$ cat config.mk
export PLATFORM = sky130hd
export DESIGN_NAME = gamepad_frame_receiver_debounce_core
export DESIGN_NICKNAME = d
export VERILOG_FILES = /design/src/rtl/core/gfrd_pkg.sv /design/src/rtl/core/gfrd_framer.sv /design/src/rtl/core/gfrd_debounce.sv /design/src/rtl/core/gamepad_frame_receiver_debounce_core.sv
export SDC_FILE = /design/constraint.sdc
export NUM_CORES = 1
export LEC_CHECK = 0
export BUFFER_PORTS_ARGS = -buffer_cell sky130_fd_sc_hd__buf_2
export CAP_MARGIN = 40
export CELL_PAD_IN_SITES_DETAIL_PLACEMENT = 1
export CELL_PAD_IN_SITES_GLOBAL_PLACEMENT = 1
export CORE_ASPECT_RATIO = 0.75
export CORE_MARGIN = 5
export CORE_UTILIZATION = 45
export DETAILED_ROUTE_END_ITERATION = 10
export HOLD_SLACK_MARGIN = 0.15
export PLACE_DENSITY = 0.79
export SYNTH_ARGS = -nofsm -noshare
export SYNTH_HDL_FRONTEND = slang
export SYNTH_SLANG_ARGS = --single-unit
export TNS_END_PERCENT = 1
$ cat constraint.sdc
create_clock -name clk -period 11.6 [get_ports clk]
set_input_delay 2.32 -clock clk [delete_from_list [all_inputs] [get_ports clk]]
set_output_delay 2.32 -clock clk [all_outputs]
set_load 0.05 [all_outputs]
$ cat src/rtl/core/gfrd_pkg.sv
// Shared types and constants for the gamepad frame receiver / debounce core.
// No dependencies; every other file in rtl/core refers to it by scoped names.
`timescale 1ns / 1ps
`default_nettype none

package gfrd_pkg;

    localparam int FRAME_DEPTH = 8;
    localparam int IDX_W       = $clog2(FRAME_DEPTH);
    // bytes of a frame that carry payload: two button bytes, four stick bytes
    localparam int FRAME_USED  = 6;

    localparam logic [IDX_W-1:0] LAST_IDX = IDX_W'(FRAME_DEPTH - 1);

    localparam logic [7:0] START_BYTE      = 8'h0D;
    localparam logic [7:0] END_BYTE        = 8'h0A;
    localparam logic [7:0] DISCONNECT_BYTE = 8'hAB;

    localparam logic [15:0] DEBOUNCE_RESET = 16'd30;
    localparam logic [7:0]  STICK_X_RESET  = 8'd128;
    localparam logic [7:0]  STICK_Y_RESET  = 8'd127;

    localparam logic FUNC_BYTE  = 1'b0;
    localparam logic FUNC_CLEAR = 1'b1;

    // framer -> debounce / output
    typedef struct packed {
        logic        done;
        logic        link_up;
        logic [15:0] raw;
        logic [7:0]  left_x;
        logic [7:0]  left_y;
        logic [7:0]  right_x;
        logic [7:0]  right_y;
    } frame_t;

    // debounce -> output
    typedef struct packed {
        logic [15:0] stable;
        logic [15:0] raw;
        logic [15:0] pressed;
        logic [15:0] released;
        logic        pressed_hit;
        logic        released_hit;
    } btn_t;

endpackage

`default_nettype wire

$ cat src/rtl/core/gfrd_framer.sv
// Byte framer: start/end/disconnect handling, frame store and stick latch.
// Depends on gfrd_pkg.
`timescale 1ns / 1ps
`default_nettype none

module gfrd_framer (
    input  wire logic            clk,
    input  wire logic            rst_n,
    input  wire logic            step,
    input  wire logic [7:0]      rx_byte,
    output gfrd_pkg::frame_t     frame
);

    logic [7:0]                  store_reg [gfrd_pkg::FRAME_DEPTH];
    logic [gfrd_pkg::IDX_W-1:0]  idx_reg, idx_next;
    logic                        in_frame_reg, in_frame_next;
    logic                        ignore_reg, ignore_next;
    logic [7:0]                  lx_reg, ly_reg, rx_reg, ry_reg;
    logic                        wr_en;
    logic [7:0]                  wr_data;
    logic                        done;
    logic [7:0]                  view [gfrd_pkg::FRAME_USED];

    always_comb
    begin
        idx_next      = idx_reg;
        in_frame_next = in_frame_reg;
        ignore_next   = ignore_reg;
        wr_en         = 1'b0;
        wr_data       = rx_byte;
        done          = 1'b0;
        if (step)
        begin
            priority if (rx_byte == gfrd_pkg::DISCONNECT_BYTE)
            begin
                in_frame_next = 1'b0;
                idx_next      = '0;
                ignore_next   = 1'b1;
            end
            else if (ignore_reg)
            begin
                if (rx_byte == gfrd_pkg::START_BYTE)
                begin
                    ignore_next   = 1'b0;
                    in_frame_next = 1'b1;
                    idx_next      = '0;
                end
            end
            else if (in_frame_reg)
            begin
                wr_en = 1'b1;
                if (rx_byte != gfrd_pkg::END_BYTE)
                begin
                    idx_next = (idx_reg == gfrd_pkg::LAST_IDX) ? gfrd_pkg::LAST_IDX
                             : idx_reg + gfrd_pkg::IDX_W'(1);
                end
                else
                begin
                    wr_data       = gfrd_pkg::END_BYTE;
                    in_frame_next = 1'b0;
                    idx_next      = '0;
                    done          = 1'b1;
                end
            end
            else
            begin
                if (rx_byte == gfrd_pkg::START_BYTE)
                begin
                    in_frame_next = 1'b1;
                    idx_next      = '0;
                end
            end
        end
    end

    // frame contents including the end byte written in this same step
    always_comb
    begin
        for (int i = 0; i < gfrd_pkg::FRAME_USED; i++)
        begin
            view[i] = (idx_reg == gfrd_pkg::IDX_W'(i)) ? gfrd_pkg::END_BYTE : store_reg[i];
        end
    end

    always_ff @(posedge clk or negedge rst_n)
    begin
        if (!rst_n)
        begin
            for (int i = 0; i < gfrd_pkg::FRAME_DEPTH; i++)
            begin
                store_reg[i] <= '0;
            end
            idx_reg      <= '0;
            in_frame_reg <= 1'b0;
            ignore_reg   <= 1'b0;
            lx_reg       <= gfrd_pkg::STICK_X_RESET;
            ly_reg       <= gfrd_pkg::STICK_Y_RESET;
            rx_reg       <= gfrd_pkg::STICK_X_RESET;
            ry_reg       <= gfrd_pkg::STICK_Y_RESET;
        end
        else
        begin
            if (wr_en)
            begin
                store_reg[idx_reg] <= wr_data;
            end
            idx_reg      <= idx_next;
            in_frame_reg <= in_frame_next;
            ignore_reg   <= ignore_next;
            if (done)
            begin
                ly_reg <= view[2];
                lx_reg <= view[3];
                ry_reg <= view[4];
                rx_reg <= view[5];
            end
        end
    end

    assign frame.done    = done;
    assign frame.link_up = ~ignore_next;
    assign frame.raw     = {view[0], view[1]};
    assign frame.left_x  = done ? view[3] : lx_reg;
    assign frame.left_y  = done ? view[2] : ly_reg;
    assign frame.right_x = done ? view[5] : rx_reg;
    assign frame.right_y = done ? view[4] : ry_reg;

endmodule

`default_nettype wire

$ cat src/rtl/core/gfrd_debounce.sv
// Button debounce with sticky pressed/released event masks and masked clear.
// Depends on gfrd_pkg; fed by gfrd_framer.
`timescale 1ns / 1ps
`default_nettype none

module gfrd_debounce (
    input  wire logic             clk,
    input  wire logic             rst_n,
    input  wire logic             step,
    input  wire logic             func,
    input  wire logic [31:0]      now_ms,
    input  wire logic [15:0]      clear_pressed_mask,
    input  wire logic [15:0]      clear_released_mask,
    input  wire logic [15:0]      debounce_ms,
    input  wire gfrd_pkg::frame_t frame,
    output gfrd_pkg::btn_t        btn
);

    logic [15:0] raw_reg, raw_next;
    logic [15:0] stable_reg, stable_next;
    logic [15:0] pressed_reg, pressed_next;
    logic [15:0] released_reg, released_next;
    logic [31:0] start_reg, start_next;
    logic [31:0] elapsed;
    logic [15:0] hit_p, hit_r;

    assign elapsed = now_ms - start_reg;
    assign hit_p   = pressed_reg & clear_pressed_mask;
    assign hit_r   = released_reg & clear_released_mask;

    always_comb
    begin
        raw_next      = raw_reg;
        stable_next   = stable_reg;
        pressed_next  = pressed_reg;
        released_next = released_reg;
        start_next    = start_reg;
        if (step)
        begin
            unique case (func)
                gfrd_pkg::FUNC_BYTE:
                begin
                    if (frame.done)
                    begin
                        if (frame.raw != raw_reg)
                        begin
                            raw_next   = frame.raw;
                            start_next = now_ms;
                        end
                        else if (!elapsed[31] && elapsed >= {16'd0, debounce_ms}
                                 && stable_reg != frame.raw)
                        begin
                            stable_next   = frame.raw;
                            pressed_next  = pressed_reg | (frame.raw & ~stable_reg);
                            released_next = released_reg | (stable_reg & ~frame.raw);
                        end
                    end
                end
                gfrd_pkg::FUNC_CLEAR:
                begin
                    pressed_next  = pressed_reg & ~hit_p;
                    released_next = released_reg & ~hit_r;
                end
                default:
                begin
                end
            endcase
        end
    end

    always_ff @(posedge clk or negedge rst_n)
    begin
        if (!rst_n)
        begin
            raw_reg      <= '0;
            stable_reg   <= '0;
            pressed_reg  <= '0;
            released_reg <= '0;
            start_reg    <= '0;
        end
        else
        begin
            raw_reg      <= raw_next;
            stable_reg   <= stable_next;
            pressed_reg  <= pressed_next;
            released_reg <= released_next;
            start_reg    <= start_next;
        end
    end

    assign btn.stable       = stable_next;
    assign btn.raw          = raw_next;
    assign btn.pressed      = pressed_next;
    assign btn.released     = released_next;
    assign btn.pressed_hit  = (func == gfrd_pkg::FUNC_CLEAR) && (hit_p != '0);
    assign btn.released_hit = (func == gfrd_pkg::FUNC_CLEAR) && (hit_r != '0);

endmodule

`default_nettype wire

$ cat src/rtl/core/gamepad_frame_receiver_debounce_core.sv
// Top level of the gamepad frame receiver with button debounce.
// Depends on gfrd_pkg, gfrd_framer and gfrd_debounce.
//
// Usage:
//   s_axis: one transfer per received byte (tuser = 0) or per event clear
//   request (tuser = 1). Every input transfer yields exactly one m_axis
//   transfer carrying the button, event, stick and link state after it.
//   cfg: a write sets debounce_ms; cfg_ready is always high. Write it only
//   while no item is in flight.
// Path: the input register loads at the input transfer; the result register
//   loads from it when the output can advance (result register empty or
//   m_axis_tready high).
// Throughput: one item per cycle unless m_axis stalls; all per-item work is a
//   single pass of logic between the input register and the result register.
// Stall: when a result waits with m_axis_tready low the result register holds;
//   one more item may sit in the input register, after which s_axis_tready drops.
// Reset: rst_n clears framing state, the frame store, button and event
//   state, sets sticks to 128/127/128/127 and debounce_ms to 30.
`timescale 1ns / 1ps
`default_nettype none

module gamepad_frame_receiver_debounce_core (
    input  wire logic         clk,
    input  wire logic         rst_n,
    input  wire logic         s_axis_tvalid,
    output logic              s_axis_tready,
    // [7:0] rx_byte, [39:8] now_ms, [55:40] clear_pressed_mask,
    // [71:56] clear_released_mask
    input  wire logic [71:0]  s_axis_tdata,
    // [0] func
    input  wire logic [0:0]   s_axis_tuser,
    output logic              m_axis_tvalid,
    input  wire logic         m_axis_tready,
    // [15:0] stable_buttons, [31:16] raw_buttons, [47:32] pressed_events,
    // [63:48] released_events, [71:64] left_x, [79:72] left_y,
    // [87:80] right_x, [95:88] right_y, [96] link_up, [97] frame_done,
    // [98] pressed_hit, [99] released_hit, [103:100] zero
    output logic [103:0]      m_axis_tdata,
    input  wire logic         cfg_valid,
    output logic              cfg_ready,
    input  wire logic [15:0]  cfg_data
);

    logic             in_valid_reg;
    logic [71:0]      in_data_reg;
    logic             in_func_reg;
    logic             out_valid_reg;
    logic [103:0]     out_data_reg;
    logic [15:0]      debounce_reg;
    logic             advance;
    logic             step;
    gfrd_pkg::frame_t frame;
    gfrd_pkg::btn_t   btn;

    assign advance       = !out_valid_reg || m_axis_tready;
    assign step          = in_valid_reg && advance;
    assign s_axis_tready = !in_valid_reg || advance;
    assign cfg_ready     = 1'b1;

    always_ff @(posedge clk or negedge rst_n)
    begin
        if (!rst_n)
        begin
            debounce_reg <= gfrd_pkg::DEBOUNCE_RESET;
        end
        else if (cfg_valid)
        begin
            debounce_reg <= cfg_data;
        end
    end

    always_ff @(posedge clk or negedge rst_n)
    begin
        if (!rst_n)
        begin
            in_valid_reg <= 1'b0;
        end
        else if (s_axis_tready)
        begin
            in_valid_reg <= s_axis_tvalid;
        end
    end

    always_ff @(posedge clk)
    begin
        if (s_axis_tready && s_axis_tvalid)
        begin
            in_data_reg <= s_axis_tdata;
            in_func_reg <= s_axis_tuser[0];
        end
    end

    gfrd_framer u_framer (
        .clk     (clk),
        .rst_n   (rst_n),
        .step    (step && (in_func_reg == gfrd_pkg::FUNC_BYTE)),
        .rx_byte (in_data_reg[7:0]),
        .frame   (frame)
    );

    gfrd_debounce u_debounce (
        .clk                 (clk),
        .rst_n               (rst_n),
        .step                (step),
        .func                (in_func_reg),
        .now_ms              (in_data_reg[39:8]),
        .clear_pressed_mask  (in_data_reg[55:40]),
        .clear_released_mask (in_data_reg[71:56]),
        .debounce_ms         (debounce_reg),
        .frame               (frame),
        .btn                 (btn)
    );

    always_ff @(posedge clk or negedge rst_n)
    begin
        if (!rst_n)
        begin
            out_valid_reg <= 1'b0;
        end
        else if (advance)
        begin
            out_valid_reg <= in_valid_reg;
        end
    end

    always_ff @(posedge clk)
    begin
        if (step)
        begin
            out_data_reg <= {4'd0, btn.released_hit, btn.pressed_hit, frame.done,
                             frame.link_up, frame.right_y, frame.right_x,
                             frame.left_y, frame.left_x, btn.released, btn.pressed,
                             btn.raw, btn.stable};
        end
    end

    assign m_axis_tvalid = out_valid_reg;
    assign m_axis_tdata  = out_data_reg;

`ifndef SYNTHESIS
    // a completed frame can only come from outside ignore mode
    a_done_link: assert property (@(posedge clk) disable iff (!rst_n)
        m_axis_tvalid && m_axis_tdata[97] |-> m_axis_tdata[96])
        else $error("frame_done reported while link is down");

    // frame completion and clear hits come from different request kinds
    a_done_hit: assert property (@(posedge clk) disable iff (!rst_n)
        m_axis_tvalid && m_axis_tdata[97] |-> !m_axis_tdata[98] && !m_axis_tdata[99])
        else $error("frame_done and clear hit in one result");

    // input side only backs up when the result register is full and stalled
    a_backpressure: assert property (@(posedge clk) disable iff (!rst_n)
        !s_axis_tready |-> m_axis_tvalid && !m_axis_tready)
        else $error("input stalled without output stall");
`endif

endmodule

`default_nettype wire

# [After elaboration in Yosys (flattened, before gate mapping)]
# Index checks and enable logic that the tools add are counted.
[totals] input_bits=94 register_bits=388 output_inout_bits=107
[classes] n_lt_le_gt_ge=3 eq_ne=12 n_reduce_logical=18 bitwise_logic=15 n_mux=62 n_addsub=2
[ops] cell="$mux W16" count=17
[ops] cell="$mux W8" count=16
[ops] cell="$and A16 B16 Y16" count=6
[ops] cell="$bwmux W64" count=1
[ops] cell="$not A16 Y16" count=4
[ops] cell="$pmux W16 S2" count=2
[ops] cell="$ge A32 B16 Y1" count=1
[ops] cell="$ne A16 B16 Y1" count=2
[ops] cell="$or A16 B16 Y16" count=2
[ops] cell="$reduce_bool A16 Y1" count=2
[ops] cell="$sub A32 B32 Y32" count=1
[ops] cell="$demux W8 S3" count=1
[ops] cell="$mux W1" count=19
[ops] cell="$mux W3" count=6
[ops] cell="$eq A3 B3 Y1 const B" count=3
[ops] cell="$eq A8 B4 Y1 const B" count=1
[ops] cell="$eq A8 B8 Y1 const B" count=1
[ops] cell="$logic_and A1 B1 Y1" count=8
[ops] cell="$ne A8 B4 Y1 const B" count=1
[ops] cell="$eq A3 B2 Y1 const B" count=2
[ops] cell="$ge A4 B4 Y1 const B" count=1
[ops] cell="$lt A4 B1 Y1 const B" count=1
[ops] cell="$not A3 Y4" count=1
[ops] cell="$reduce_and A4 Y1" count=1
[ops] cell="other kinds (8)" count=12

# [Logic depth before layout (Yosys ltp)]
[logic_depth] depth_word=10 depth_mapped=22 ltp_nobuf=20

# [Modules after synthesis]
# From an unflattened synthesis, not the netlist that was laid out.
[hier_totals] hier_cells=1297 hier_area_um2=16709.8
[by_module_without_submodules] module="gfrd_debounce" n_inst=1 cells_per_inst=755 area_each_um2=6886.6 seq_area_each_um2=2402.3
[by_module_without_submodules] module="gamepad_frame_receiver_debounce_core" n_inst=1 cells_per_inst=224 area_each_um2=5992.0 seq_area_each_um2=5650.4
[by_module_without_submodules] module="gfrd_framer" n_inst=1 cells_per_inst=318 area_each_um2=3831.2 seq_area_each_um2=2147.1

# [Worst setup path after synthesis]
# Ideal clock, no wire load.
[synth_path] kind="input -> register" startpoint="input port m_axis_tready" endpoint="register out_data_reg[32] (netlist: m_axis_tdata[32]) (data pin)" arrival_time_ps=5330 path_slack_ps=5995 cell_stages=7 setup_ps=275 required_ps=11325 cell_sequence="nand2b_1 nand2_1 inv_1 nand2_1 clkbuf_1 nand2_1 o21ai_0"
[synth_lines] element="start, declared" line_no="gamepad_frame_receiver_debounce_core.sv:33" text="input wire logic m_axis_tready,"
[synth_lines] element="end signal, assigned" line_no="gamepad_frame_receiver_debounce_core.sv:130" text="out_data_reg <= {4'd0, btn.released_hit, btn.pressed_hit, frame.done,"
[synth_lines] element="end, declared" line_no="gamepad_frame_receiver_debounce_core.sv:48" text="logic [103:0] out_data_reg;"

==> out/results.tsv <==
metric	value	unit
CP arrival	5.69	ns
final routed DRC violation total	0	
vias in the first global route	12200	
synth warn	0	
clock transition at the registers of the reported paths	0.06	ns
post-route ant nets	0	
post-DR wirelength/cell	21.09	um
Min-Delay Path Class	flip-flop to flip-flop	
port bufs	195	
area share of and/or/nand/nor cells after synthesis	0.1099	
Max Slew Vio Count	0	
FP Rows	61	
Slew @ Worst Pin	0.8448	ns
adder-cell share of the synthesized area	0.06363	
count leader, synth	nand2_1	
share of layout cells above drive strength 1	0.2367	
startpoint type of the worst setup path	flip-flop	
clock buffer depth	3	
die area	40950	um^2
Post-synth EDFFs	173	
cts hold-fix bufs	0	
H-tree depth	2	
Final Non-Filler Cells	2118	
Synth area leaders	edfxtp_1 31%, dfrtp_1 27%, ha_1 6.2%	
Compound-Gate Fraction of Synth Area	0.09417	
final setup violating endpoints	0	
first-pass GRT wire length	69.57	mm
Die Wd	232.0	um
DR vias/cell	5.409	
post-synthesis mux area share	0.06634	
total negative slack	0	ns
pwr dens	182.5	nW/um^2
critical-path cell list	ha_1 -> fa_1 -> nand2b_1 -> a21o_1 -> a32o_1 -> o21ai_0 -> nand3_1 -> nand2_1 -> xor2_1 -> ha_1 -> and4_1 -> and4b_1 -> nor4_1 -> nand4_1 -> a2111oi_2 -> o2111ai_1 -> o311ai_4 -> buf_4 -> o21ai_0	
sequential element share of the synthesized area	0.6132	
xor/xnor cell area share of the yosys netlist	0.01474	
clk sink count	372	
Post-synth top cells	222 x nand2_1, 179 x dfrtp_1, 173 x edfxtp_1, 98 x inv_1, 83 x ha_1	
Max Cap Viol	0	
Post-CTS Setup Bufs	0	
total track usage	0.2166	
DRT Pass-1 Iters	5	
GP Congestion	0.8556	
Synth Cell Area	16630	um^2
ys flop type	dfrtp_1	
ys async rst share	0.5349	
Critical Path RT	11.82	ns
Setup Crit Path Kind	flip-flop to flip-flop	
Largest register FFs	100	
leading area contributor after synthesis	edfxtp_1	
fillers	3885	
final instance area	19420	um^2
CP endpoint kind	flip-flop	
Fin. Hold Viols	0	
Yosys cell types	72	
status	complete, no violations	
Gate Count Post-Synth	1381	
CP max-delay cell	buf_4	
VDD IR max	0.0001067	V
worst clock skew	0.01368	ns
final worst path period need	5.468	ns
initial core utilization	0.4522	
number of gates resized after cts	0	
Core ar.	36790	um^2
footprint of the multi-input gates	5833	um^2
Area Growth Syn to Fin	16.74	%
CP bufs+invs	1	
diode count	0	
WL final	44.67	mm
RSZ-0062 raised after global routing	false	
largest family of logic cells by synthesized area	simple AND/OR/NAND/NOR gates	
GRT overflow	0	
CP Max Fanout	48	
number of vias after detailed routing	11460	
DR iter-0 viols	754	
die height	176.5	um
Final nets	1763	
CTS tree	done	
# IOs	201	
CTS root buf	clkbuf_16	
CP top delay family	compound AO/OA/AOI/OAI gates	
Placed Area	18210	um^2
post-detail-place hpwl	31.73	mm
Avg Cell Area, Syn	12.05	um^2
top cell type's share of synthesized area	0.3123	
FF+latch count, synth	372	
FF/Latch Area	10200	um^2
Util after Layout	0.5279	
initial antenna violation count	0	
largest net degree at the start of global routing	68	
Critical Path Max Stage Delay	0.54	ns
dpl cells	2048	
static leakage	8.618	nW
f_max	0.1829	GHz
later-pin clock latency in the skew report	0.53	ns
Tcrit/Tclk final	0.4714	
total CTS buffers	39	
Slew headroom	0.4368	
-- worst reg2reg max path: stages, from the launching register on --
cell,delay (ns)
dfrtp_1,0.40
ha_1,0.22
fa_1,0.44
nand2b_1,0.20
a21o_1,0.22
a32o_1,0.31
o21ai_0,0.28
nand3_1,0.13
nand2_1,0.10
xor2_1,0.20
ha_1,0.26
and4_1,0.20
and4b_1,0.21
nor4_1,0.28
nand4_1,0.15
a2111oi_2,0.24
o2111ai_1,0.22
o311ai_4,0.24
buf_4,0.54
o21ai_0,0.33
-- kinds of logic after synthesis --
kind of cell | Yosys count
AO/OA/AOI/OAI | 243
buffers and inverters | 149
flip-flops | 372
other | 2
AND/OR/NAND/NOR | 403
multiplexers | 100
XOR/XNOR | 28
adder cells (fa/ha/maj) | 84
-- where the power goes --
part           switching [W]  total, W  internal (W)  leakage (nW)
Sequential          0.000115   0.00164       0.00153          4.15
Clock               0.000508   0.00121      0.000702         0.598
Combinational       0.000443  0.000690      0.000247          3.87
-- metrics by stage --
step,worst slack (ns),total power (W),hold slack (ns)
2_1_floorplan,5.995,0.002090,0.4300
4_1_cts,6.090,0.003582,0.4663
3_5_place_dp,6.132,0.002347,0.4542
6_report,6.132,0.003544,0.4617
3_3_place_gp,5.780,0.002300,0.4533
5_1_grt,5.747,0.003719,0.4830
-- worst paths after layout --
path                            cells after the start                    start                         end  slack (ns)
worst min register to register                      2       u_framer.ry_reg[4]          u_framer.ry_reg[4]        0.46
worst max-delay path                               19  u_debounce.start_reg[0]            m_axis_tdata[49]        6.13
worst min-delay path                                2       u_framer.ry_reg[4]          u_framer.ry_reg[4]        0.46
min in group asynchronous                           1                    rst_n    u_debounce.start_reg[19]        1.76
max in group asynchronous                           2                    rst_n  u_debounce.released_reg[1]        8.61
worst max register to register                     19  u_debounce.start_reg[0]            m_axis_tdata[49]        6.13
-- layout make-up --
class / count / area share
multi-input cells: 863 / 0.3004
clock buffers: 53 / 0.05400
clock inverters: 17 / 0.008376
flip-flops and latches: 372 / 0.5253
inverters: 98 / 0.01907
repair buffers: 211 / 0.06044
well taps: 504 / 0.03247
-- layout by cell type, fill, tap and decap left out, types with 13 or more instances in the layout --
cell,netlist,routed
xor2_1,16,16
nand3_1,51,51
a21oi_1,52,52
dfrtp_1,179,179
mux2i_1,18,18
o21ai_0,71,71
nand2b_1,16,16
buf_2,3,195
o21ai_1,15,15
nand4_1,13,13
mux2_2,82,82
edfxtp_1,173,173
nand2_1,222,222
inv_1,98,97
dfstp_2,20,20
a21o_1,13,13
clkbuf_16,0,39
nor2_1,41,41
ha_1,83,83
a31oi_1,14,14
-- routing by layer --
layer  up-vias  share of wire  wire length (um)  GRT usage
li1       5310              -                 -          -
met1      5787           0.45             20070     0.3006
met2       293           0.48             21220     0.3567
met3        66          0.053              2362    0.03698
met4         0          0.023              1015    0.05832
met5         -              0                 0          0
Note: power is estimated with default switching activity, not from simulation.
